## config.mk

```make
export PLATFORM = sky130hd
export DESIGN_NAME = bblur_queue
export DESIGN_NICKNAME = d
export VERILOG_FILES = /design/src/hdl/bblur_queue.sv
export SDC_FILE = /design/constraint.sdc
export NUM_CORES = 1
export LEC_CHECK = 0
export BUFFER_PORTS_ARGS = -buffer_cell sky130_fd_sc_hd__buf_2
export CORE_AREA = 2 2 84 86
export CTS_CLUSTER_DIAMETER = 40
export CTS_CLUSTER_SIZE = 16
export DETAILED_ROUTE_END_ITERATION = 8
export DIE_AREA = 0 0 86 88
export GPL_ROUTABILITY_DRIVEN = 0
export PLACE_DENSITY = 0.44
export SETUP_SLACK_MARGIN = 0.1
export SLEW_MARGIN = 20
export SYNTH_ARGS = -nofsm -noshare
export SYNTH_HDL_FRONTEND = slang
export SYNTH_SLANG_ARGS = --single-unit
```

## constraint.sdc

```tcl
create_clock -name aclk -period 2.09 [get_ports aclk]
set_clock_uncertainty 0.15 [all_clocks]
set_input_delay 0.1045 -clock aclk [delete_from_list [all_inputs] [get_ports aclk]]
set_output_delay 0.1045 -clock aclk [all_outputs]
set_load 0.03 [all_outputs]
```

## src/hdl/bblur_queue.sv

```systemverilog
// Small first-in first-out queue between the front and back parts of the blur.
// Depends on nothing but its parameters.
module bblur_queue #(
    parameter int WIDTH = 8,
    parameter int DEPTH = 4
) (
    input  logic             aclk,
    input  logic             aresetn,
    input  logic             push,
    input  logic [WIDTH-1:0] push_data,
    input  logic             pop,
    output logic [WIDTH-1:0] head,
    output logic             full,
    output logic             empty
);
    localparam int PW = (DEPTH > 1) ? $clog2(DEPTH) : 1;
    localparam int CW = $clog2(DEPTH + 1);

    logic [WIDTH-1:0] store_reg [2**PW];
    logic [PW-1:0]    wr_ptr_reg, rd_ptr_reg;
    logic [CW-1:0]    fill_reg;

    assign full  = (fill_reg == CW'(DEPTH));
    assign empty = (fill_reg == '0);
    assign head  = store_reg[rd_ptr_reg];

    always_ff @(posedge aclk) begin
        if (push) begin
            store_reg[wr_ptr_reg] <= push_data;
        end
    end

    always_ff @(posedge aclk) begin
        if (!aresetn) begin
            wr_ptr_reg <= '0;
            rd_ptr_reg <= '0;
            fill_reg   <= '0;
        end else begin
            if (push) begin
                wr_ptr_reg <= (wr_ptr_reg == PW'(DEPTH - 1)) ? '0 : wr_ptr_reg + 1'b1;
            end
            if (pop) begin
                rd_ptr_reg <= (rd_ptr_reg == PW'(DEPTH - 1)) ? '0 : rd_ptr_reg + 1'b1;
            end
            if (push && !pop) begin
                fill_reg <= fill_reg + 1'b1;
            end else if (pop && !push) begin
                fill_reg <= fill_reg - 1'b1;
            end
        end
    end
endmodule

```

Word level (Yosys, flattened, before mapping)
Memory sizes are Yosys's and may differ from the RTL's. A register that Yosys moved wholly into a read port is not among the register bits. Cells that the tools add are included. W data, S select, Z words.

RAM bits: 32. Memories: 1. Output and inout bits: 10. Bits in latches: 0. Logic and storage cells: 25. Bits in read-only memories: 0. Input port bits: 12. Register bits: 7.

Memory list: store_reg (depth 4, bits a word 8, rd ports 1, clocked after Yosys merged registers in 1, write ports 1, RTL line 19) `logic [WIDTH-1:0] store_reg [2**PW];`.

Div/mod/pow operators: 0. Reductions and logical operators: 6. Order comparisons: 0. Add/sub/neg operators: 4. Shifts and indexed selects: 0. Eq/ne operators: 3. Multiply operators: 0. Mux-type cells: 8. Bitwise operators: 0.

Operator list (number): $mux W2 (4); $mux W3 (2); $add A2 B1 Y2 const B (2); $eq A2 B2 Y1 const B (2); $add A3 B1 Y3 const B (1); $eq A3 B3 Y1 const B (1); $logic_not A3 Y1 (1); $sub A3 B1 Y3 const B (1); $logic_and A1 B1 Y1 (2); $logic_not A1 Y1 (2); $mux W1 (2); $reduce_bool A2 Y1 (1).

Longest topological paths before layout
Depth in word-level cells: 4. Depth in mapped cells: 7. Gate-level depth less buffers: 7.

Least setup slack after synthesis
No wires, ideal clock.

Path type: reg2reg. From: reg fill_reg[0]. To: reg fill_reg[2]. Stages on the path, launching flop included: 5. Data required time: 1870 ps. Arrival: 1323 ps. Setup slack: 547 ps. Library setup time: 70 ps. Period minus slack after synthesis: 1543 ps. Path buffers: 0. Cells stage by stage: dfxtp_1 fa_1 xor2_1 or3_1 a21boi_1.

Cells in the longest elaborated chain, start to end: 3. Elaborated cells between the ends (all ways): 4. Those cells by class: 2 x add/sub; 2 x mux.

RTL lines: start: declaration (RTL line 21) `logic [CW-1:0] fill_reg;`; start signal: assignment (RTL line 46) `fill_reg <= fill_reg + 1'b1;`; start signal: assignment (RTL line 48) `fill_reg <= fill_reg - 1'b1;`; $sub A3 B1 Y3 (RTL line 48); $mux W3 (RTL line 47) `end else if (pop && !push) begin`; $mux W3 * (RTL line 45) `if (push && !pop) begin`.

Mark *: on every way between the ends. The rest lies on a longest branch, timed or not. The select of a mux whose other input is x is not followed. A chain may end at the register's enable or synchronous reset.

==> flow_summary_export.csv <==
group,metric,value,unit
clock_network,cts-root-buf,"clkbuf_8",
drt,first_pass_iters,4,
global_routing,grt_pass1_wl,4330,um
clock_network,clkTransAtPathRegs,0.07,ns
synth,yosysMostFrequentCell,"edfxtp_1",
worst_setup_path,cp.arrival,1.51,ns
sta,period_share,84.5,%
synth,synthesis.instances,86,
synth,seq_area_frac_synth,70.6,%
floorplanning,io_pins,22,
synth,async_reset_ff_share,0,%
synth,syn_nets,105,
worst_setup_path,path_class,"register to output port",
synth,synth_top_cell_area_share,59.5,%
worst_setup_path,crit_fanout,8,
placement,post-dp-hpwl,1900,um
layout,final_area,2010,um2
synth,ys_warn_count,0,
placement,pre_cts_ws,0.325,ns
sta,layout_setup_ws,0.325,ns
synth,syn_area,1620,um2
floorplanning,dieWidth,86,um
layout,syn2layout_area_growth,24.2,%
pwr,power.leakage,0.729,nW
floorplanning,dieHeight,88,um
synth,ys_seq_elements,41,
placement,place_inst,186,
global_routing,grt_pass1_vias,884,
clock_network,cts.path.max_buffers,2,
hold_path,hold_class,"input port to register",
run_status,status,"completed",
synth,synth_edf_count,32,
global_routing,antenna_found_initial,0,
worst_setup_path,cp-start-kind,"register",
global_routing,grt_overflow,0,
drt,drc,0,
synth,synth_common_cells,"edfxtp_1 (32), dfxtp_1 (9), mux4_2 (8)",
placement,port-buffer-count,21,
global_routing,grt_max_degree,13,
floorplanning,die-area,7570,um2
clock_network,htreeDepth,2,
sta,timing.fmax,567,MHz
synth,synth.avg_cell_area,18.8,um2
clock_network,numClockSinks,41,
sta,slew_viol_final,0,
clock_network,clk_latency,0.28,ns
synth,synth_ff_type,"edfxtp_1",
sta,worstMarginPinSlew,0.474,ns
clock_network,cts_buffers,5,
sta,max_slew_margin,68.4,%
worst_setup_path,endpoint_kind,"output port",
sta,rsz0062_at_grt,"no",
global_routing,grt.total_usage,7.96,%
layout,stdcell_count,202,
synth,synthTopCellsByArea,"edfxtp_1 (59%), dfxtp_1 (11%), mux4_2 (11%)",
drt,vias_per_cell,4.16,
synth,synth_cell_types,20,
pwr,power.density,899,nW/um2
drt,ant_nets,0,
layout,layout.nets,141,
layout,final_util,30.2,%
worst_setup_path,required,1.84,ns
sta,setup_violations,0,
placement,dpl_cell_area,1810,um2
layout,diodes,0,
drt,drt_iter0_markers,32,
clock_network,post_cts_resized,0,
clock_network,cts_tree,"done",
sta,hold_violations,0,
pwr,irDropWorstVdd,368,uV
clock_network,postCtsSetupBuffers,0,
drt,detailroute.via_count,840,
worst_setup_path,ff2ff_setup_slack,0.46,ns
sta,tns,0,ns
drt,routed_wl,2770,um
clock_network,cts_hold_buf,9,
synth,synth_top_area_cell,"edfxtp_1",
drt,wl_per_cell,13.7,um
layout,largest_register_ffs,32,
run,cap_viol_max_count,0,
floorplanning,rows,30,
layout,drive_above_1_share,30.3,%
sta,fin_crit,1.77,ns
floorplanning,initial_core_util,24.3,%
floorplanning,coreArea,6640,um2
==> critical path, stage by stage (launching register included) <==
cell	delay, ns
dfxtp_1	0.31
buf_4	0.21
mux4_2	0.51
buf_2	0.20
==> final timing paths <==
path / from / cells past startpoint / to
max: register / 3 / head[4]
min: pop / 3 / rd_ptr_reg[1]
max reg2reg: fill_reg[0] / 4 / fill_reg[2]
min reg2reg: fill_reg[2] / 2 / fill_reg[2]
==> cell type report <==
| type | count | area [um2] |
|---|---|---|
| Fill cell | 658 | 4640 |
| Sequential cell | 41 | 1140 |
| Multi-Input combinational cell | 39 | 443 |
| Timing Repair Buffer | 31 | 203 |
| Tap cell | 80 | 100 |
| Clock buffer | 5 | 68.8 |
| Clock inverter | 2 | 35.0 |
| Inverter | 4 | 15.0 |
==> placed cells by master (no fill, tap or decap), drive strengths merged <==
cell and count:
nor3b 1, dlygate4sd3 9, o21a 1, edfxtp 32, o21ai 1, and2 5
inv 4, or3 1, bufinv 1, buf 22, nor2 1, fa 1
clkbuf 5, xor2 1, mux2i 4, nor3 2, mux4 8, a21boi 1
ha 6, dfxtp 9, clkinv 1, nor2b 5, xnor2 1
==> metal layers <==
| layer | part of all wire [%] | up-vias | track usage, % |
|---|---|---|---|
| met5 | 0 | - | 0 |
| met4 | 1.7 | 0 | 3.90 |
| met3 | 6.3 | 6 | 3.30 |
| met2 | 51 | 23 | 12.8 |
| met1 | 41 | 416 | 9.28 |
| li1 | - | 395 | - |
==> through the flow <==
stage / total power, W / hold WS, ns
finish: 0.00180 / 0.0427
global route: 0.00189 / 0.0435
CTS: 0.00183 / 0.0329
detailed placement: 0.00122 / 0.173
global placement: 0.00121 / 0.169
floorplan: 0.00114 / 0.0534
==> report_power, final <==
part / switching (W) / internal (W)
Clock: 0.000245 / 0.000347
Combinational: 0.000146 / 0.000108
Sequential: 0.0000292 / 0.000927
Total: 0.000421 / 0.00138
==> cell families after synthesis <==
| logic type | count (synthesis) | share of synthesized area [%] |
|---|---|---|
| AO/OA/AOI/OAI | 3 | 1.24 |
| XOR/XNOR | 2 | 1.08 |
| adder cells (fa/ha/maj) | 7 | 5.89 |
| buffers and inverters | 6 | 1.94 |
| flip-flops | 41 | 70.6 |
| multiplexers | 12 | 13.6 |
| AND/OR/NAND/NOR | 15 | 5.58 |
Note: power is estimated with default switching activity, not from simulation.
