$ cat config.mk
export PLATFORM = sky130hd
export DESIGN_NAME = bblur_front
export DESIGN_NICKNAME = d
export VERILOG_FILES = /design/src/hdl/bblur_pkg.sv /design/src/hdl/bblur_front.sv
export SDC_FILE = /design/constraint.sdc
export NUM_CORES = 1
export LEC_CHECK = 0
export ABC_AREA = 1
export BUFFER_PORTS_ARGS = -buffer_cell sky130_fd_sc_hd__clkbuf_2
export CAP_MARGIN = 20
export CORE_MARGIN = 3
export CORE_UTILIZATION = 40
export DETAILED_ROUTE_END_ITERATION = 12
export PLACE_DENSITY = 0.64
export SLEW_MARGIN = 20
export SYNTH_ARGS = -nofsm -noshare
export SYNTH_HDL_FRONTEND = slang
export SYNTH_SLANG_ARGS = --single-unit
$ cat constraint.sdc
create_clock -name aclk -period 4.72 [get_ports aclk]
set_input_delay 0.236 -clock aclk [delete_from_list [all_inputs] [get_ports aclk]]
set_output_delay 0.236 -clock aclk [all_outputs]
set_load 0.01 [all_outputs]
$ cat src/hdl/bblur_pkg.sv
// Shared types, constants and the reciprocal table of the 3x3 box blur.
// No dependencies.
package bblur_pkg;

    localparam int MAX_WIDTH_DEF  = 1024;
    localparam int MAX_HEIGHT_DEF = 4096;
    localparam int QUEUE_DEPTH    = 4;
    localparam int CFG_DATA_W     = 13;
    localparam int CFG_INDEX_W    = 2;
    localparam int WIDTH_REG_W    = 11;
    localparam int HEIGHT_REG_W   = 13;
    localparam int RECIP_SHIFT    = 20;
    localparam int RECIP_W        = 20;
    localparam int SUM_W          = 12;
    localparam int NUM_W          = 13;
    localparam int PIXEL_W        = 24;

    localparam logic [CFG_INDEX_W-1:0] REG_IMAGE_WIDTH  = 2'd0;
    localparam logic [CFG_INDEX_W-1:0] REG_IMAGE_HEIGHT = 2'd1;

    localparam logic OP_PIXEL = 1'b0;
    localparam logic OP_DRAIN = 1'b1;

    typedef struct packed {
        logic       emit;
        logic       frame_end;
        logic       use_top;
        logic       use_bot;
        logic       use_left;
        logic       use_right;
        logic [3:0] count;
    } ctl_t;

    // ceil(2^19 / count): multiplying 2*sum+count by it and shifting right by 20
    // gives the rounded mean exactly for every reachable sum.
    function automatic logic [RECIP_W-1:0] recip(input logic [3:0] count);
        logic [RECIP_W-1:0] r;
        case (count)
            4'd1: r = 20'd524288;
            4'd2: r = 20'd262144;
            4'd3: r = 20'd174763;
            4'd4: r = 20'd131072;
            4'd5: r = 20'd104858;
            4'd6: r = 20'd87382;
            4'd7: r = 20'd74899;
            4'd8: r = 20'd65536;
            4'd9: r = 20'd58255;
            default: r = '0;
        endcase
        return r;
    endfunction

endpackage

$ cat src/hdl/bblur_front.sv
// Front part of the blur: configuration, raster counters and item classification.
// Depends on bblur_pkg; feeds one command per processed item into the queue.
module bblur_front #(
    parameter int MAX_WIDTH  = bblur_pkg::MAX_WIDTH_DEF,
    parameter int MAX_HEIGHT = bblur_pkg::MAX_HEIGHT_DEF,
    parameter int AW         = 10,
    parameter int CMD_W      = 8
) (
    input  logic                               aclk,
    input  logic                               aresetn,
    input  logic                               cfg_wr_en,
    input  logic [bblur_pkg::CFG_INDEX_W-1:0]  cfg_index,
    input  logic [bblur_pkg::CFG_DATA_W-1:0]   cfg_wr_data,
    input  logic                               accept,
    input  logic                               opcode,
    input  logic [bblur_pkg::PIXEL_W-1:0]      pixel,
    output logic                               push,
    output logic [CMD_W-1:0]                   push_data
);
    localparam int RW  = $clog2(MAX_HEIGHT + 2);
    localparam int EWW = $clog2(MAX_WIDTH + 1) + 1;

    typedef struct packed {
        logic [AW-1:0]                 addr;
        logic [bblur_pkg::PIXEL_W-1:0] px;
        bblur_pkg::ctl_t               ctl;
    } cmd_t;

    logic [bblur_pkg::WIDTH_REG_W-1:0]  width_reg;
    logic [bblur_pkg::HEIGHT_REG_W-1:0] height_reg;
    logic [AW-1:0] in_col_reg, in_col_next, out_col_reg, out_col_next;
    logic [RW-1:0] in_row_reg, in_row_next, out_row_reg, out_row_next;
    logic          done_reg, done_next;
    logic [EWW-1:0] eff_w;
    logic [RW:0]    eff_h;
    logic           active, ready, fend, last_col_in, last_row_out, last_col_out;
    cmd_t           cmd;

    always_comb begin
        if (width_reg == '0) begin
            eff_w = EWW'(1);
        end else if (32'(width_reg) > 32'(MAX_WIDTH)) begin
            eff_w = EWW'(MAX_WIDTH);
        end else begin
            eff_w = EWW'(width_reg);
        end
        if (height_reg == '0) begin
            eff_h = (RW+1)'(1);
        end else if (32'(height_reg) > 32'(MAX_HEIGHT)) begin
            eff_h = (RW+1)'(MAX_HEIGHT);
        end else begin
            eff_h = (RW+1)'(height_reg);
        end
    end

    always_comb begin
        active       = accept && (done_reg || opcode == bblur_pkg::OP_PIXEL);
        ready        = (in_row_reg >= RW'(2)) || (in_row_reg == RW'(1) && in_col_reg != '0);
        last_col_in  = (EWW'(in_col_reg) + EWW'(1)) >= eff_w;
        last_col_out = (EWW'(out_col_reg) + EWW'(1)) >= eff_w;
        last_row_out = ((RW+1)'(out_row_reg) + (RW+1)'(1)) >= eff_h;
        fend         = ready && last_row_out && last_col_out;

        cmd.addr          = in_col_reg;
        cmd.px            = done_reg ? '0 : pixel;
        cmd.ctl.emit      = ready;
        cmd.ctl.frame_end = fend;
        cmd.ctl.use_top   = out_row_reg != '0;
        cmd.ctl.use_bot   = !last_row_out;
        cmd.ctl.use_left  = out_col_reg != '0;
        cmd.ctl.use_right = (in_col_reg != '0) && !last_col_out;
        cmd.ctl.count     = (4'(1) + 4'(cmd.ctl.use_top) + 4'(cmd.ctl.use_bot))
                          * (4'(1) + 4'(cmd.ctl.use_left) + 4'(cmd.ctl.use_right));

        in_col_next  = in_col_reg;
        in_row_next  = in_row_reg;
        out_col_next = out_col_reg;
        out_row_next = out_row_reg;
        done_next    = done_reg;
        if (active) begin
            if (ready) begin
                if (last_col_out) begin
                    out_col_next = '0;
                    out_row_next = out_row_reg + 1'b1;
                end else begin
                    out_col_next = out_col_reg + 1'b1;
                end
            end
            if (!done_reg && ((RW+1)'(in_row_reg) + (RW+1)'(1)) >= eff_h && last_col_in) begin
                done_next = 1'b1;
            end
            if (last_col_in) begin
                in_col_next = '0;
                in_row_next = in_row_reg + 1'b1;
            end else begin
                in_col_next = in_col_reg + 1'b1;
            end
            if (fend) begin
                in_col_next  = '0;
                in_row_next  = '0;
                out_col_next = '0;
                out_row_next = '0;
                done_next    = 1'b0;
            end
        end
    end

    assign push      = active;
    assign push_data = cmd;

    always_ff @(posedge aclk) begin
        if (!aresetn) begin
            width_reg   <= bblur_pkg::WIDTH_REG_W'(1024);
            height_reg  <= bblur_pkg::HEIGHT_REG_W'(1);
            in_col_reg  <= '0;
            in_row_reg  <= '0;
            out_col_reg <= '0;
            out_row_reg <= '0;
            done_reg    <= 1'b0;
        end else if (cfg_wr_en && (cfg_index == bblur_pkg::REG_IMAGE_WIDTH
                                   || cfg_index == bblur_pkg::REG_IMAGE_HEIGHT)) begin
            if (cfg_index == bblur_pkg::REG_IMAGE_WIDTH) begin
                width_reg <= cfg_wr_data[bblur_pkg::WIDTH_REG_W-1:0];
            end else begin
                height_reg <= cfg_wr_data;
            end
            in_col_reg  <= '0;
            in_row_reg  <= '0;
            out_col_reg <= '0;
            out_row_reg <= '0;
            done_reg    <= 1'b0;
        end else begin
            in_col_reg  <= in_col_next;
            in_row_reg  <= in_row_next;
            out_col_reg <= out_col_next;
            out_row_reg <= out_row_next;
            done_reg    <= done_next;
        end
    end
endmodule

**Word level (Yosys, flattened, before mapping)**

Index checks and enable logic that the tools add are counted.
W data, S select, Z words.

- Register bits: 71
- Bits of input ports: 44
- Output and inout port bits: 9

- Add/sub/neg operators: 12
- Multiply operators: 1
- Order comparisons: 7
- Equal/unequal tests: 2
- Muxes and demuxes: 16
- Bitwise gates (word level): 3
- Reduce and logical (&&, ||, !) cells: 31

Operators by type and width:

| operator | count |
|---|---|
| $mux W13 | 7 |
| $mux W10 | 5 |
| $add A13 B1 Y14 const B | 2 |
| $ge A14 B14 Y1 | 2 |
| $add A13 B1 Y13 const B | 2 |
| $ge A11 B12 Y1 | 2 |
| $add A10 B1 Y11 const B | 2 |
| $mux W11 | 2 |
| $add A10 B1 Y10 const B | 2 |
| $reduce_bool A10 Y1 | 2 |
| $eq A13 B1 Y1 const B | 1 |
| $ge A13 B2 Y1 const B | 1 |
| $gt A13 B13 Y1 const B | 1 |
| $logic_not A13 Y1 | 1 |
| $reduce_bool A13 Y1 | 1 |
| $gt A11 B11 Y1 const B | 1 |
| $logic_not A11 Y1 | 1 |
| $reduce_and A2 Y1 | 5 |
| $logic_and A1 B1 Y1 | 8 |
| $reduce_bool A2 Y1 | 4 |
| $add A2 B1 Y3 | 2 |
| $add A1 B1 Y2 const A | 2 |
| $mul A3 B3 Y4 | 1 |
| $logic_not A1 Y1 | 3 |
| 7 further kinds | 12 |

**Longest topological paths before layout**

Gate-level depths: netlist of run 1.

- Depth in word-level cells: 8
- Mapped depth: 29
- Mapped depth without buffers: 28

**Worst setup path before layout of run 1**

No wires, ideal clock.

- Kind: register to output
- Start: register width_reg[0] in the netlist's numbering
- End: output push_data[2]
- Arrival: 3.404 ns
- Data required time: 4.484 ns
- Setup slack: 1.080 ns
- Stages on the path, launching flop included: 29
- Buffers on the path: 1
- Cell sequence: dfxtp_1 or2_2 nor4_1 nand4_1 nand2_1 nand2_1 o21ai_0 ha_1 inv_1 nand2_1 nand2_1 nand2_1 nand2_1 nand2_1 nand2_1 nand2_1 nand2_1 nand2_1 nand2_1 nand2_1 nand2_1 nand2_2 buf_2 nor2_1 inv_1 ha_1 nor2_1 ha_1 ha_1

- Word-level cells in the longest chain between the ends: 8
- Elaborated cells on any way between the ends: 9

Ends and longest elaborated chain:

| element | line | text |
|---|---|---|
| start, declared | bblur_front.sv:29 | `logic [bblur_pkg::WIDTH_REG_W-1:0] width_reg;` |
| start signal, assigned | bblur_front.sv:113 | `width_reg <= bblur_pkg::WIDTH_REG_W'(1024);` |
| start signal, assigned | bblur_front.sv:123 | `width_reg <= cfg_wr_data[bblur_pkg::WIDTH_REG_W-1:0];` |
| $gt A11 B11 Y1 | bblur_front.sv:42 | `end else if (32'(width_reg) > 32'(MAX_WIDTH)) begin` |
| $mux W11 | bblur_front.sv:42 |  |
| $mux W11 * | bblur_front.sv:40 | `if (width_reg == '0) begin` |
| $ge A11 B12 Y1 * | bblur_front.sv:60 | `last_col_out = (EWW'(out_col_reg) + EWW'(1)) >= eff_w;` |
| $logic_not A1 Y1 * | bblur_front.sv:71 | `cmd.ctl.use_right = (in_col_reg != '0) && !last_col_out;` |
| $logic_and A1 B1 Y1 * | bblur_front.sv:71 |  |
| net push_data[4] | bblur_front.sv:18 | `output logic [CMD_W-1:0] push_data` |
| $add A2 B1 Y3 * | bblur_front.sv:73 | `* (4'(1) + 4'(cmd.ctl.use_left) + 4'(cmd.ctl.use_right));` |
| $mul A3 B3 Y4 * | bblur_front.sv:73 |  |
| end, declared | bblur_front.sv:18 |  |

Mark *: on every way through the listed nets, which the timed path passes. The rest lies on a longest branch.

**Worst setup path in the final report of run 1**

- Start: register out_col_reg[0]
- End: output push_data[2]

- Word-level cells in the longest chain between the ends: 6
- Elaborated cells on any way between the ends: 8

Ends and longest elaborated chain:

| element | line | text |
|---|---|---|
| start, declared | bblur_front.sv:31 | `logic [AW-1:0] in_col_reg, in_col_next, out_col_reg, out_col_next;` |
| start signal, assigned | bblur_front.sv:135 | `out_col_reg <= out_col_next;` |
| $add A10 B1 Y11 | bblur_front.sv:60 |  |
| $ge A11 B12 Y1 | bblur_front.sv:60 |  |
| $logic_not A1 Y1 | bblur_front.sv:71 |  |
| $logic_and A1 B1 Y1 | bblur_front.sv:71 |  |
| $add A2 B1 Y3 * | bblur_front.sv:73 |  |
| $mul A3 B3 Y4 * | bblur_front.sv:73 |  |

Every way passes the cells marked *; elsewhere a longest branch is shown, timed or not.

==> out/qor.yml, run 1 <==
die_x_um: 120.9
drv_cap: 0
relSlewSlack_pct: 33.02
fin_area_mm2: 0.005828
antenna_left: 0
power_density_mw_per_mm2: 272.1
grt_max_degree: 26
post_cts_buffers: 0
synthXorXnorAreaFrac_pct: 4.149
cpMaxStageDelayCell: "nor4_1"
power.total_mw: 1.586
nFillCells: 1355
first_pass_iters: 5
path_common_cell: "ha_1"
fin_crit_ps: 4286
cts_root_buf: "clkbuf_16"
diodes: 0
fin_skew_ps: 7.271
synth_most_common_cell: "nand2_1"
rsz0062_at_grt: "no"
clk_path_buf_depth: 2
synthMuxAreaShare_pct: 0
numCtsBuffers: 9
place_area_mm2: 0.005525
num-nets-final: 898
clkSinkCount: 71
rows: 41
final_max_slew_viol_count: 0
io-pin-count: 53
place_hpwl_um: 9540
synth_top_cells_by_area: "dfxtp_1 27%, ha_1 14%, nand2_1 13%"
die-area_mm2: 0.01461
drtIter0Drc: 254
insertion_delay_ps: 340
initial_core_util_pct: 41.32
routedWlPerCell_um: 12.61
syn_inst: 776
synthAdderAreaFrac_pct: 13.99
gp_congestion: 0.9174
status: "completed"
fin_hold_ws_ps: 128.9
synthFlopType: "dfxtp_1"
fin_crit_sh_pct: 90.80
vias: 4765
cpPeakStageDelay_ps: 540
cts_hold_buf: 0
overflow: 0
synth_commonest_cells: "184 x nand2_1, 108 x inv_1, 101 x nor2_1"
worstSetupPathType: "reg -> out"
ys_async_sr_fraction_pct: 0
regArea_mm2: 0.001421
ir_drop_mv: 0.2650
clkSlewWorstSetupHoldPaths_ps: 60
syn-num-nets: 879
antenna_found_initial: 0
portBuffers: 28
cts_max_level: 3
cp_max_fo: 15
cp_cell_sequence: "inv_1 -> nor4_1 -> nand2_1 -> nor2_1 -> xor2_1 -> inv_1 -> ha_1 -> a21o_1 -> a21oi_1 -> nand2_2 -> nor2_2 -> inv_1 -> ha_1 -> nor2_1 -> ha_1 -> ha_1 -> clkbuf_2"
core_area_mm2: 0.01277
final_cells: 971
cp.arrival_ps: 4050
cp_num_buf_inv: 4
grt_first_pass_wirelength_um: 20330
synth_cell_types: 47
syn_avg_cell_area_um2: 6.801
ys_ff_latch: 71
worstPathRequired_ps: 4480
multiInputGateArea_mm2: 0.003329
synth_simple_gate_area_share_pct: 32.76
drive_gt1_share_pct: 12.14
power.leakage_nw: 2.773
fp.dieH_um: 120.9
area_growth_pct: 10.43
hp-class: "in -> reg"
vias_per_cell: 4.907
synth_compound_area_share_pct: 12.09
synth_warnings: 0
synth_top_family_by_area: "simple AND/OR/NAND/NOR gates"
grt_pass1_vias: 4175
cts_resized: 0
wirelength_um: 12250
synth_top_cell_by_area: "dfxtp_1"
hold_violations: 0
cts_tree: "done"
dp_cells: 956
post-route-drc-count: 0
max_freq_mhz: 233.3
globalRouteTotalUtil_pct: 17.28
synth-edff-count: 0
setup_violations: 0
critPathTopFamily: "simple AND/OR/NAND/NOR gates"
cp-start-kind: "register"
finalSetupTns_ps: 0
synth_top_cell_area_share_pct: 26.93
ys_seq_area_share_pct: 26.93
worst_slew_pin_slew_ps: 1002
end_kind: "output port"
synth_area_mm2: 0.005278
-- metrics by stage --
stage | worst slack [ps] | util [%]
finish | 434.3 | 45.63
global route | 46.00 | 45.63
CTS | 345.7 | 45.59
detailed placement | 729.9 | 43.26
global placement | 788.7 | 43.26
floorplan | 1080 | -
-- path summary, 6_finish.rpt --
kind | to | slack (ps) | start | depth (start not counted)
worst max register to register | out_col_reg[1]$_SDFFE_PP0P_ | 1120 | out_col_reg[0]$_SDFFE_PP0P_ | 13
worst min register to register | height_reg[10]$_SDFFE_PN0P_ | 480 | height_reg[10]$_SDFFE_PN0P_ | 2
worst min-delay path | height_reg[11]$_SDFFE_PN0P_ | 130 | cfg_wr_data[11] | 3
worst max-delay path | push_data[2] | 430 | out_col_reg[0]$_SDFFE_PP0P_ | 17
-- cell type report --
cell class                 instances  share of cell area (%)
clock buffer                      10                   4.100
clock inverter                     5                   1.009
inverter                         111                   7.278
multi-input combinational        574                   57.13
sequential                        71                   24.39
tap                              172                   3.693
timing repair buffer              28                   2.404
-- worst reg2reg max path: cells and delay by family (launching register included) --
kind | cells | cell delay, ps
flops | 1 | 440
simple gates | 6 | 1750
xor+xnor | 1 | 230
fa+ha+maj | 1 | 310
buf+inv | 2 | 190
compound gates | 3 | 600
-- placed cells by master (no fill, tap or decap), types with 2 or more instances in the layout --
cell type and instances:
nand2_4 2, o21ai_1 3, xnor2_1 2, xor2_1 23
a21oi_2 9, or2_2 2, a21oi_1 43, nand4_1 22
o211ai_1 4, clkbuf_16 9, and3_1 2, clkinvlp_4 2
a21o_1 3, clkbuf_2 28, nor2_1 100, nand2_1 183
nor4_1 11, nor2_2 4, a211oi_2 6, a211oi_1 2
nand2_2 18, o22ai_1 2, o21ai_0 21, ha_1 59
nor3_2 2, nor3_1 11, clkinv_4 2, nand3_1 21
nand3_2 5, dfxtp_1 71, o31ai_1 3, inv_1 108
-- where the power goes --
| group | switching [mW] | internal [mW] |
|---|---|---|
| clock | 0.262 | 0.420 |
| sequential | 0.0143 | 0.615 |
| combinational | 0.177 | 0.0961 |
| total | 0.454 | 1.13 |
-- cell families (layout without fill, tap and decap cells) --
logic type,after synthesis,in the layout
AND/OR/NAND/NOR,388,388
adder cells (fa/ha/maj),59,59
flip-flops,71,71
XOR/XNOR,25,25
AO/OA/AOI/OAI,102,102
buffers and inverters,131,154
-- layer usage --
metal,vias up,global-route usage [%],wire length [µm]
met2,89,25.01,5054
met1,2118,25.74,6427
met3,12,2.937,577
li1,2546,-,-
met4,0,5.878,189
met5,-,0,0
Power figures use the tool's default switching activity.
==> run 2, diff against run 1 <==
Settings changed: ABC_AREA 1 to unset.
==> out/qor.yml, run 2 <==
numCtsBuffers: 9
worstSetupPathType: "reg -> out"
ys_ff_latch: 71
synth_top_cell_area_share_pct: 28.60
synth_top_cell_by_area: "dfxtp_1"
hp-class: "in -> reg"
cp_max_fo: 9
cp.arrival_ps: 3990
first_pass_iters: 4
syn_avg_cell_area_um2: 7.964
synth_top_family_by_area: "simple AND/OR/NAND/NOR gates"
path_common_cell: "ha_1"
drtIter0Drc: 357
num-nets-final: 749
antenna_left: 0
dp_cells: 803
globalRouteTotalUtil_pct: 17.63
clkSinkCount: 71
cp_cell_sequence: "ha_1 -> nand3_1 -> nor4_1 -> nand3_1 -> xnor2_1 -> ha_1 -> o211ai_1 -> o21ai_2 -> ha_1 -> nor2_1 -> ha_1 -> ha_1 -> clkbuf_2"
rr_startpoint: "out_row_reg[0]$_SDFFE_PP0P_"
synth_warnings: 0
synthFlopType: "dfxtp_1"
r2r_slack_ps: 860
synth_most_common_cell: "nand2_1"
timing.rr.end: "in_row_reg[2]$_SDFFE_PP0P_"
syn-num-nets: 727
post-route-drc-count: 0
io-pin-count: 53
synth_compound_area_share_pct: 16.19
fp.dieH_um: 117.5
rows: 40
synthAdderAreaFrac_pct: 14.85
synth-edff-count: 0
initial_core_util_pct: 41.20
worst_slew_pin_slew_ps: 825.4
overflow: 0
status: "completed"
syn_inst: 624
grt_pass1_vias: 4259
synth_area_mm2: 0.004970
drv_cap: 0
synthXorXnorAreaFrac_pct: 7.931
routedWlPerCell_um: 14.47
synth_commonest_cells: "94 x nand2_1, 71 x dfxtp_1, 59 x ha_1"
power_density_mw_per_mm2: 261.6
cts_max_level: 3
vias: 4318
worstPathRequired_ps: 4480
cts_root_buf: "clkbuf_16"
hold_violations: 0
wirelength_um: 11850
place_hpwl_um: 9325
min_to: "height_reg[11]$_SDFFE_PN0P_"
die_x_um: 117.5
die-area_mm2: 0.01380
cpMaxStageDelayCell: "nor4_1"
ys_seq_area_share_pct: 28.60
final_common_cell: "nand2_1"
setup_violations: 0
antenna_found_initial: 0
ys_async_sr_fraction_pct: 0
synthMuxAreaShare_pct: 2.417
rsz0062_at_grt: "no"
drive_gt1_share_pct: 9.217
vias_per_cell: 5.272
r2r_cells: 12
worstHoldPathCells: 3
end_kind: "output port"
final_max_slew_viol_count: 0
cts_resized: 0
fin_skew_ps: 5.490
gp_congestion: 0.9637
insertion_delay_ps: 340
min_from: "cfg_wr_data[11]"
fin_crit_ps: 4222
portBuffers: 28
ir_drop_mv: 0.2349
fin_crit_sh_pct: 89.44
cpPeakStageDelay_ps: 560
synth_top_cells_by_area: "dfxtp_1 29%, ha_1 15%, nand2_1 7.1%"
power.leakage_nw: 2.288
relSlewSlack_pct: 44.67
synth_simple_gate_area_share_pct: 25.13
core_area_mm2: 0.01206
final_cells: 819
cts_tree: "done"
diodes: 0
grt_max_degree: 27
area_growth_pct: 11.48
max_freq_mhz: 236.9
clkSlewWorstSetupHoldPaths_ps: 60
grt_first_pass_wirelength_um: 19950
clk_path_buf_depth: 2
post_cts_buffers: 0
synth_cell_types: 61
layout_common_cells: "94 x nand2_1, 71 x dfxtp_1, 59 x ha_1"
finalSetupTns_ps: 0
cp-start-kind: "register"
cts_hold_buf: 0
==> run 2: layer usage <==
metal	global-route usage (%)	up-vias	wire, µm
met5	0	-	0
met1	23.82	1994	5947
li1	-	2228	-
met2	27.82	85	5319
met3	3.844	11	426
met4	6.300	0	158
==> run 2: worst max-delay path by stage <==
stage                           startpoint                          to  slack, ps  cells after the start
6_report       out_row_reg[0]$_SDFFE_PP0P_                push_data[2]        500                     13
5_1_grt        out_row_reg[0]$_SDFFE_PP0P_                push_data[2]        180                     13
3_5_place_dp   out_row_reg[0]$_SDFFE_PP0P_                push_data[2]        870                     13
2_1_floorplan  out_col_reg[2]$_SDFFE_PP0P_                push_data[2]       1470                     14
3_3_place_gp   out_row_reg[0]$_SDFFE_PP0P_  in_row_reg[2]$_SDFFE_PP0P_        960                     12
4_1_cts        out_row_reg[0]$_SDFFE_PP0P_                push_data[2]        480                     13
==> run 2: area by class of cell <==
cell class | count | area (µm²)
Sequential cell | 71 | 1421
Fill cell | 1197 | 6521
Inverter | 43 | 161.4
Timing Repair Buffer | 29 | 147.6
Clock inverter | 4 | 45.04
Multi-Input combinational cell | 492 | 3308
Clock buffer | 12 | 246.5
Tap cell | 168 | 210.2
==> run 2: power breakdown <==
| group | leakage, nW | switching [mW] | internal (mW) | total (mW) |
|---|---|---|---|---|
| registers | 0.574 | 0.00889 | 0.609 | 0.617 |
| clock network | 0.146 | 0.259 | 0.421 | 0.680 |
| logic | 1.57 | 0.0945 | 0.0571 | 0.152 |
| total | 2.29 | 0.363 | 1.09 | 1.45 |
==> run 2: cell families (layout without fill, tap and decap cells) <==
kind of cell | count (synthesis) | in the layout
simple gates | 261 | 261
compound gates | 115 | 115
flops | 71 | 71
buf+inv | 61 | 88
fa+ha+maj | 59 | 59
xor+xnor | 45 | 45
mux | 12 | 12
==> run 2: metrics by stage <==
| stage | total power [mW] | hold WS [ps] | utilization [%] | setup WS (ps) | area, µm² |
|---|---|---|---|---|---|
| floorplan | 0.7317 | 360.1 | - | 1465 | 4970 |
| global placement | 0.7784 | 463.1 | 43.50 | 958.2 | 5246 |
| detailed placement | 0.7827 | 473.3 | 43.50 | 875.0 | 5246 |
| CTS | 1.466 | 131.0 | 45.91 | 479.9 | 5538 |
| global route | 1.509 | 162.2 | 45.93 | 181.0 | 5540 |
| finish | 1.450 | 137.5 | 45.93 | 498.4 | 5540 |
==> run 2: critical path, delay by kind of cell, from the launching register on <==
family,cells,cell delay (ps)
buf+inv,1,130
compound gates,2,590
xor+xnor,1,180
simple gates,4,1060
fa+ha+maj,5,1270
flops,1,400
